[src/design/asg_pkg.sv]
package asg_pkg;

	// register indexes on the configuration port (byte address / 4)
	localparam logic [1:0] REG_THRESHOLD = 2'd0;
	localparam logic [1:0] REG_STEREO    = 2'd1;
	localparam logic [1:0] REG_LIMIT     = 2'd2;

	localparam logic [15:0] THRESHOLD_RST = 16'd50;
	localparam logic        STEREO_RST    = 1'b0;
	localparam logic [23:0] LIMIT_RST     = 24'd3400;

	localparam int QUEUE_DEPTH = 4;
	localparam int QPTR_W      = $clog2(QUEUE_DEPTH);

	// one 64-bit PCM word, sample a in the low lane
	typedef struct packed {
		logic [15:0] d;
		logic [15:0] c;
		logic [15:0] b;
		logic [15:0] a;
	} word_t;

	// one result word as it waits in the output queue
	typedef struct packed {
		word_t word;
		logic  fin;
	} entry_t;

	// results produced by one accepted input word
	typedef struct packed {
		logic [1:0] cnt;
		entry_t     e0;
		entry_t     e1;
	} push_t;

	// magnitude of a difference wrapped to 16 bits, 0..32768
	function automatic logic [16:0] wrap_mag(input logic [15:0] x, input logic [15:0] y);
		logic [15:0] d;
		d = x - y;
		if (d[15]) begin
			return 17'h10000 - {1'b0, d};
		end
		return {1'b0, d};
	endfunction

endpackage

[src/design/asg_pair_test.sv]
module asg_pair_test (
	input  asg_pkg::word_t held,
	input  asg_pkg::word_t cur,
	input  logic [15:0]    threshold,
	input  logic           stereo,
	output logic           quiet
);
	import asg_pkg::*;

	logic [7:0][15:0] s;
	logic [7:1]       loud;

	assign s = {cur.d, cur.c, cur.b, cur.a, held.d, held.c, held.b, held.a};

	// each sample against the first of its channel, all in parallel
	always_comb begin
		for (int i = 1; i < 8; i++) begin
			if (stereo && i[0]) begin
				loud[i] = (i == 1) ? 1'b0 : (wrap_mag(s[i], s[1]) > {1'b0, threshold});
			end else begin
				loud[i] = wrap_mag(s[i], s[0]) > {1'b0, threshold};
			end
		end
	end

	assign quiet = ~|loud;

endmodule

[src/design/asg_out_queue.sv]
module asg_out_queue (
	input  logic             clk,
	input  logic             arst_n,
	input  asg_pkg::push_t   push,
	input  logic             pop,
	output asg_pkg::entry_t  head,
	output logic             head_valid,
	output logic             has_room
);
	import asg_pkg::*;

	entry_t              fifo_q [QUEUE_DEPTH];
	logic [QPTR_W-1:0]   wr_ptr_q;
	logic [QPTR_W-1:0]   rd_ptr_q;
	logic [QPTR_W:0]     count_q;
	logic [QPTR_W-1:0]   wr_ptr_p1;

	assign wr_ptr_p1  = wr_ptr_q + 1'b1;
	assign head       = fifo_q[rd_ptr_q];
	assign head_valid = (count_q != '0);
	// room for the two words one input can produce
	assign has_room   = (count_q <= (QPTR_W+1)'(QUEUE_DEPTH - 2));

	// storage, written in order e0 then e1
	always_ff @(posedge clk) begin
		if (push.cnt != 2'd0) begin
			fifo_q[wr_ptr_q] <= push.e0;
		end
		if (push.cnt == 2'd2) begin
			fifo_q[wr_ptr_p1] <= push.e1;
		end
	end

	// pointers and fill count
	always_ff @(posedge clk or negedge arst_n) begin
		if (!arst_n) begin
			wr_ptr_q <= '0;
			rd_ptr_q <= '0;
			count_q  <= '0;
		end else begin
			wr_ptr_q <= wr_ptr_q + QPTR_W'(push.cnt);
			if (pop) begin
				rd_ptr_q <= rd_ptr_q + 1'b1;
			end
			count_q <= count_q + (QPTR_W+1)'(push.cnt) - (QPTR_W+1)'(pop);
		end
	end

endmodule

[src/design/audio_silence_gate.sv]
// audio_silence_gate: drops long quiet stretches from a PCM word stream.
// Input channel (in_valid/in_ready) carries one 64-bit word of four signed
// 16-bit samples plus end_of_stream. The output channel (out_valid/out_ready)
// carries kept words; final_word marks the last kept word of a stream.
// Each accepted word is tested together with the previously held word, and
// zero, one or two words (held word, and the current one on end of stream)
// go into a four-word output queue in the same cycle.
// A kept word is written into the queue when the word that decides it is
// accepted (the queue write is the only register in the path).
// Throughput: one input word per cycle; in_ready only depends on the queue
// fill (high while at most two words are queued), so a stalled receiver backs
// up into in_ready once three or more words wait, and nothing is lost.
// Reset clears the held word, run counter, silence flag and the queue, and
// loads threshold 50, mono mode, and a limit of 3400 quiet words.
// Registers (APB, 32-bit): 0x0 amplitude threshold, 0x4 stereo mode,
// 0x8 silence word limit; write them only while the block is idle.
module audio_silence_gate (
	input  logic               clk,
	input  logic               arst_n,
	// APB configuration
	input  logic               psel,
	input  logic               penable,
	input  logic               pwrite,
	input  logic [3:0]         paddr,
	input  logic [31:0]        pwdata,
	output logic [31:0]        prdata,
	output logic               pready,
	// input words
	input  logic               in_valid,
	output logic               in_ready,
	input  logic signed [15:0] sample_a,
	input  logic signed [15:0] sample_b,
	input  logic signed [15:0] sample_c,
	input  logic signed [15:0] sample_d,
	input  logic               end_of_stream,
	// kept words
	output logic               out_valid,
	input  logic               out_ready,
	output logic signed [15:0] out_sample_a,
	output logic signed [15:0] out_sample_b,
	output logic signed [15:0] out_sample_c,
	output logic signed [15:0] out_sample_d,
	output logic               final_word
);
	import asg_pkg::*;

	logic [15:0] threshold_q;
	logic        stereo_q;
	logic [23:0] limit_q;

	word_t       held_word_q;
	logic        held_valid_q;
	logic [23:0] quiet_run_q;
	logic        in_silence_q;

	word_t       cur;
	logic        quiet;
	logic        in_fire;
	logic        cfg_wr;
	logic [23:0] run_inc;
	logic [23:0] run_d;
	logic        sil_d;
	logic        emit_held;
	logic        emit_cur;
	push_t       push;
	entry_t      head;

	// configuration registers
	assign pready = 1'b1;
	assign cfg_wr = psel & penable & pwrite;

	always_ff @(posedge clk or negedge arst_n) begin
		if (!arst_n) begin
			threshold_q <= THRESHOLD_RST;
			stereo_q    <= STEREO_RST;
			limit_q     <= LIMIT_RST;
		end else if (cfg_wr) begin
			case (paddr[3:2])
				REG_THRESHOLD: threshold_q <= pwdata[15:0];
				REG_STEREO:    stereo_q    <= pwdata[0];
				REG_LIMIT:     limit_q     <= pwdata[23:0];
				default: ;
			endcase
		end
	end

	always_comb begin
		case (paddr[3:2])
			REG_THRESHOLD: prdata = {16'd0, threshold_q};
			REG_STEREO:    prdata = {31'd0, stereo_q};
			REG_LIMIT:     prdata = {8'd0, limit_q};
			default:       prdata = 32'd0;
		endcase
	end

	// pair test of held and current word
	assign cur = '{d: sample_d, c: sample_c, b: sample_b, a: sample_a};

	asg_pair_test u_pair (
		.held      (held_word_q),
		.cur       (cur),
		.threshold (threshold_q),
		.stereo    (stereo_q),
		.quiet     (quiet)
	);

	assign in_fire = in_valid & in_ready;
	assign run_inc = quiet_run_q + 24'd1;

	// run counter and gate decision
	always_comb begin
		run_d     = quiet_run_q;
		sil_d     = in_silence_q;
		emit_held = 1'b0;
		if (held_valid_q) begin
			emit_held = !quiet || !in_silence_q;
			if (quiet) begin
				if (!in_silence_q) begin
					run_d = run_inc;
					sil_d = (run_inc >= limit_q);
				end
			end else begin
				run_d = '0;
				sil_d = 1'b0;
			end
		end
		emit_cur = end_of_stream && !sil_d;
	end

	// words handed to the output queue
	always_comb begin
		push.e1.word = cur;
		push.e1.fin  = 1'b1;
		if (emit_held) begin
			push.e0.word = held_word_q;
			push.e0.fin  = end_of_stream && !emit_cur;
		end else begin
			push.e0.word = cur;
			push.e0.fin  = 1'b1;
		end
		push.cnt = in_fire ? ({1'b0, emit_held} + {1'b0, emit_cur}) : 2'd0;
	end

	// stream state
	always_ff @(posedge clk or negedge arst_n) begin
		if (!arst_n) begin
			held_valid_q <= 1'b0;
			quiet_run_q  <= '0;
			in_silence_q <= 1'b0;
		end else if (in_fire) begin
			held_valid_q <= !end_of_stream;
			quiet_run_q  <= end_of_stream ? 24'd0 : run_d;
			in_silence_q <= end_of_stream ? 1'b0 : sil_d;
		end
	end

	always_ff @(posedge clk or negedge arst_n) begin
		if (!arst_n) begin
			held_word_q <= '0;
		end else if (in_fire) begin
			held_word_q <= cur;
		end
	end

	asg_out_queue u_queue (
		.clk        (clk),
		.arst_n     (arst_n),
		.push       (push),
		.pop        (out_valid & out_ready),
		.head       (head),
		.head_valid (out_valid),
		.has_room   (in_ready)
	);

	assign out_sample_a = head.word.a;
	assign out_sample_b = head.word.b;
	assign out_sample_c = head.word.c;
	assign out_sample_d = head.word.d;
	assign final_word   = head.fin;

	// checks
	a_eos_clears: assert property (@(posedge clk) disable iff (!arst_n)
		(in_fire && end_of_stream) |=> (!held_valid_q && !in_silence_q && quiet_run_q == '0))
		else $error("end of stream did not clear the stream state");

	a_silence_held: assert property (@(posedge clk) disable iff (!arst_n)
		in_silence_q |-> held_valid_q)
		else $error("gate in silence with no held word");

	a_no_push_on_full: assert property (@(posedge clk) disable iff (!arst_n)
		(push.cnt != 2'd0) |-> in_ready)
		else $error("queue written without room");

endmodule
[config.mk]
export PLATFORM = sky130hd
export DESIGN_NAME = audio_silence_gate
export DESIGN_NICKNAME = d
export VERILOG_FILES = /design/src/design/asg_pkg.sv /design/src/design/asg_pair_test.sv /design/src/design/asg_out_queue.sv /design/src/design/audio_silence_gate.sv
export SDC_FILE = /design/constraint.sdc
export NUM_CORES = 2
export LEC_CHECK = 0
export BUFFER_PORTS_ARGS = -buffer_cell sky130_fd_sc_hd__buf_4
export CORE_ASPECT_RATIO = 1.4
export CORE_MARGIN = 10
export CORE_UTILIZATION = 60
export CTS_CLUSTER_SIZE = 24
export DETAILED_ROUTE_END_ITERATION = 6
export PLACE_DENSITY_LB_ADDON = 0.05
export SYNTH_ARGS = -nofsm -noshare
export SYNTH_HDL_FRONTEND = slang
export SYNTH_SLANG_ARGS = --single-unit
export TNS_END_PERCENT = 50
[constraint.sdc]
create_clock -name clk -period 12.6 [get_ports clk]
set_clock_uncertainty 0.2 [all_clocks]
set_input_delay 1.89 -clock clk [delete_from_list [all_inputs] [get_ports clk]]
set_output_delay 1.89 -clock clk [all_outputs]
set_load 0.005 [all_outputs]
==> results.py <==
metrics = {
    "detailed_routing": {
        "dr.pass1.iters": 6,
        "antenna_left": 0,
        "route.detailed.drc": 0,
        "via_per_inst": 6.84,
        "post_drt_wl_per_cell_um": 25.7,
        "dr.first_iter.drc_count": 2679,
        "vias": 28400,
        "drt-total-wl_mm": 107,
    },
    "clock_tree": {
        "cts_max_level": 2,
        "ctsLongestPathBuffers": 3,
        "hold_buffers": 0,
        "cts_tree": "yes",
        "cts_resized": 0,
        "cts_setup_buffers": 0,
        "cts_root_buf": "clkbuf_16",
        "clk_latency_ns": 0.59,
        "cts_num_sinks": 398,
        "numCtsBuffers": 41,
        "path_clk_slew_ns": 0.06,
    },
    "setup_path": {
        "crit_type": "primary input to flop",
        "worst-path-buf-inv": 5,
        "path_delay_family": "simple AND/OR/NAND/NOR gates",
        "worst_path_max_delay_cell": "and4_2",
        "crit_fanout": 37,
        "max_stage_delay_ns": 0.97,
        "critPathCaptureType": "flop",
        "cp-start-kind": "primary input",
        "crit_arrival_ns": 10.43,
        "critical_path_required_ns": 12.84,
        "rrSetupSlack_ns": 3.25,
    },
    "timing": {
        "slew_violations": 0,
        "min_period_ns": 10.20,
        "fin_ws_ns": 2.40,
        "period_share": 0.809,
        "setup_viol_count_final": 0,
        "fmax_mhz": 98.1,
        "max_slew.worst_pin.slew_ns": 1.21,
        "relSlewSlack": 0.190,
        "hold_viol_final": 0,
        "tns_ns": 0,
        "whs_ns": 0.312,
        "rsz0062_at_grt": "no",
    },
    "synthesis": {
        "synth_edf_count": 256,
        "yosysMostFrequentCell": "ha_1",
        "syn_area_per_cell_um2": 10.1,
        "ys_ff_latch": 398,
        "yosysSeqAreaShare": 0.340,
        "synthFlopType": "edfxtp_1",
        "synthTopCellsByArea": "edfxtp_1 23%, ha_1 13%, dfrtp_1 9.9%, a32o_1 7.8%, xnor2_1 5.0%",
        "async_reset_ff_frac": 0.347,
        "ys_warn_count": 0,
        "synth_top_area_frac": 0.233,
        "synth_common_cells": "348 x ha_1, 281 x nand2_1, 257 x a32o_1, 256 x edfxtp_1, 215 x nor2_1",
        "ys_types": 86,
        "synth_cells": 3280,
        "synth_top_area_cell": "edfxtp_1",
        "synth_area_um2": 33000,
    },
    "final_layout": {
        "drive_gt1_frac": 0.124,
        "area_growth_pct": 9.31,
        "fin_cells": 4144,
        "nets": 3851,
    },
    "place": {
        "io_buffers": 188,
        "dp_slack_ns": 1.98,
        "globalplace.congestion": 0.971,
        "dp.cells": 4062,
        "hpwl_mm": 74.5,
    },
    "worst_hold_path": {
        "hp-class": "flop to flop",
    },
    "floorplanning": {
        "io_pins": 208,
        "num_rows": 101,
        "fp.dieArea_um2": 64900,
        "coreArea_um2": 54300,
        "die-width_um": 218,
        "die_height_um": 297,
        "initial_core_util": 0.607,
    },
    "global_route": {
        "overflow": 0,
        "antenna_found_initial": 6,
        "grt_max_degree": 86,
        "grt_pass1_vias": 28800,
        "grt_pass1_wl_mm": 163,
        "grtUsageTotal": 0.321,
    },
    "run_status": {
        "status": "completed",
    },
    "flow_run": {
        "maxCapViolCount": 0,
    },
}
[layer usage]
metal | global-route usage | vias to the layer above | share of wire
li1 | - | 12800 | -
met4 | 0.179 | 2 | 0.059
met2 | 0.553 | 1317 | 0.50
met1 | 0.371 | 14000 | 0.37
met5 | 0 | - | 0.000094
met3 | 0.0503 | 271 | 0.075
[logic make-up (layout without fill, tap and decap cells)]
family	Yosys count	count (layout)	share of synthesized area
adders and majority gates	359	359	0.139
DFF	398	398	0.340
muxes	94	94	0.0535
xor gates and xnor gates	279	279	0.0741
buffers and inverters	310	440	0.0483
AOI/OAI and AO/OA	940	940	0.214
and+or+nand+nor	898	898	0.130
other	2	15	0.000228
[per-stage QoR]
step,instance area (um^2),util
floorplan,33000,-
global placement,34600,0.637
detailed placement,34600,0.637
CTS,36100,0.664
global route,36100,0.664
finish,36100,0.664
[cell usage in the layout, fill, tap and decap left out, types with 23 or more instances in the layout]
| master | count |
|---|---|
| a211oi_1 | 23 |
| a21o_1 | 75 |
| a21oi_1 | 157 |
| a32o_1 | 257 |
| and2_1 | 25 |
| and3_1 | 33 |
| buf_4 | 214 |
| clkbuf_16 | 43 |
| dfrtp_1 | 128 |
| edfxtp_1 | 256 |
| ha_1 | 348 |
| inv_1 | 147 |
| mux4_2 | 65 |
| nand2_1 | 281 |
| nand3_1 | 59 |
| nand4_1 | 35 |
| nor2_1 | 213 |
| nor2b_1 | 48 |
| nor3_1 | 71 |
| o211ai_1 | 28 |
| o21a_1 | 38 |
| o21ai_0 | 179 |
| xnor2_1 | 187 |
| xor2_1 | 92 |
[cell type report]
cell class                 instances  area, um^2
multi-input combinational       2579       20300
inverter                         147         552
fill                            4375       18300
sequential                       398       11200
timing repair buffer             217        1660
clock buffer                      57        1200
clock inverter                    19         243
tap                              721         902
antenna                            6        15.0
[final timing paths]
path / from / endpoint / cells past startpoint
worst max-delay path: sample_d[0] / u_queue.fifo_q[1][39] / 29
worst min-delay path: quiet_run_q[20] / quiet_run_q[20] / 1
worst max register to register: held_word_q[6] / u_queue.fifo_q[1][39] / 28
worst min register to register: quiet_run_q[20] / quiet_run_q[20] / 1
max in group asynchronous: arst_n / held_word_q[10] / 2
min in group asynchronous: arst_n / quiet_run_q[21] / 1
[flip-flops by register name (all words and copies together), names as in the netlist]
| signal | cells |
|---|---|
| u_queue.wr_ptr_q | 2 |
| stereo_q | 1 |
| limit_q | 24 |
| threshold_q | 16 |
| held_word_q | 64 |
| in_silence_q | 1 |
| u_queue.count_q | 3 |
| u_queue.rd_ptr_q | 2 |
| held_valid_q | 1 |
| u_queue.fifo_q | 260 |
| quiet_run_q | 24 |
Power is not shown: default switching activity piles up to over one toggle a cycle in this logic, so the estimate is an artifact.
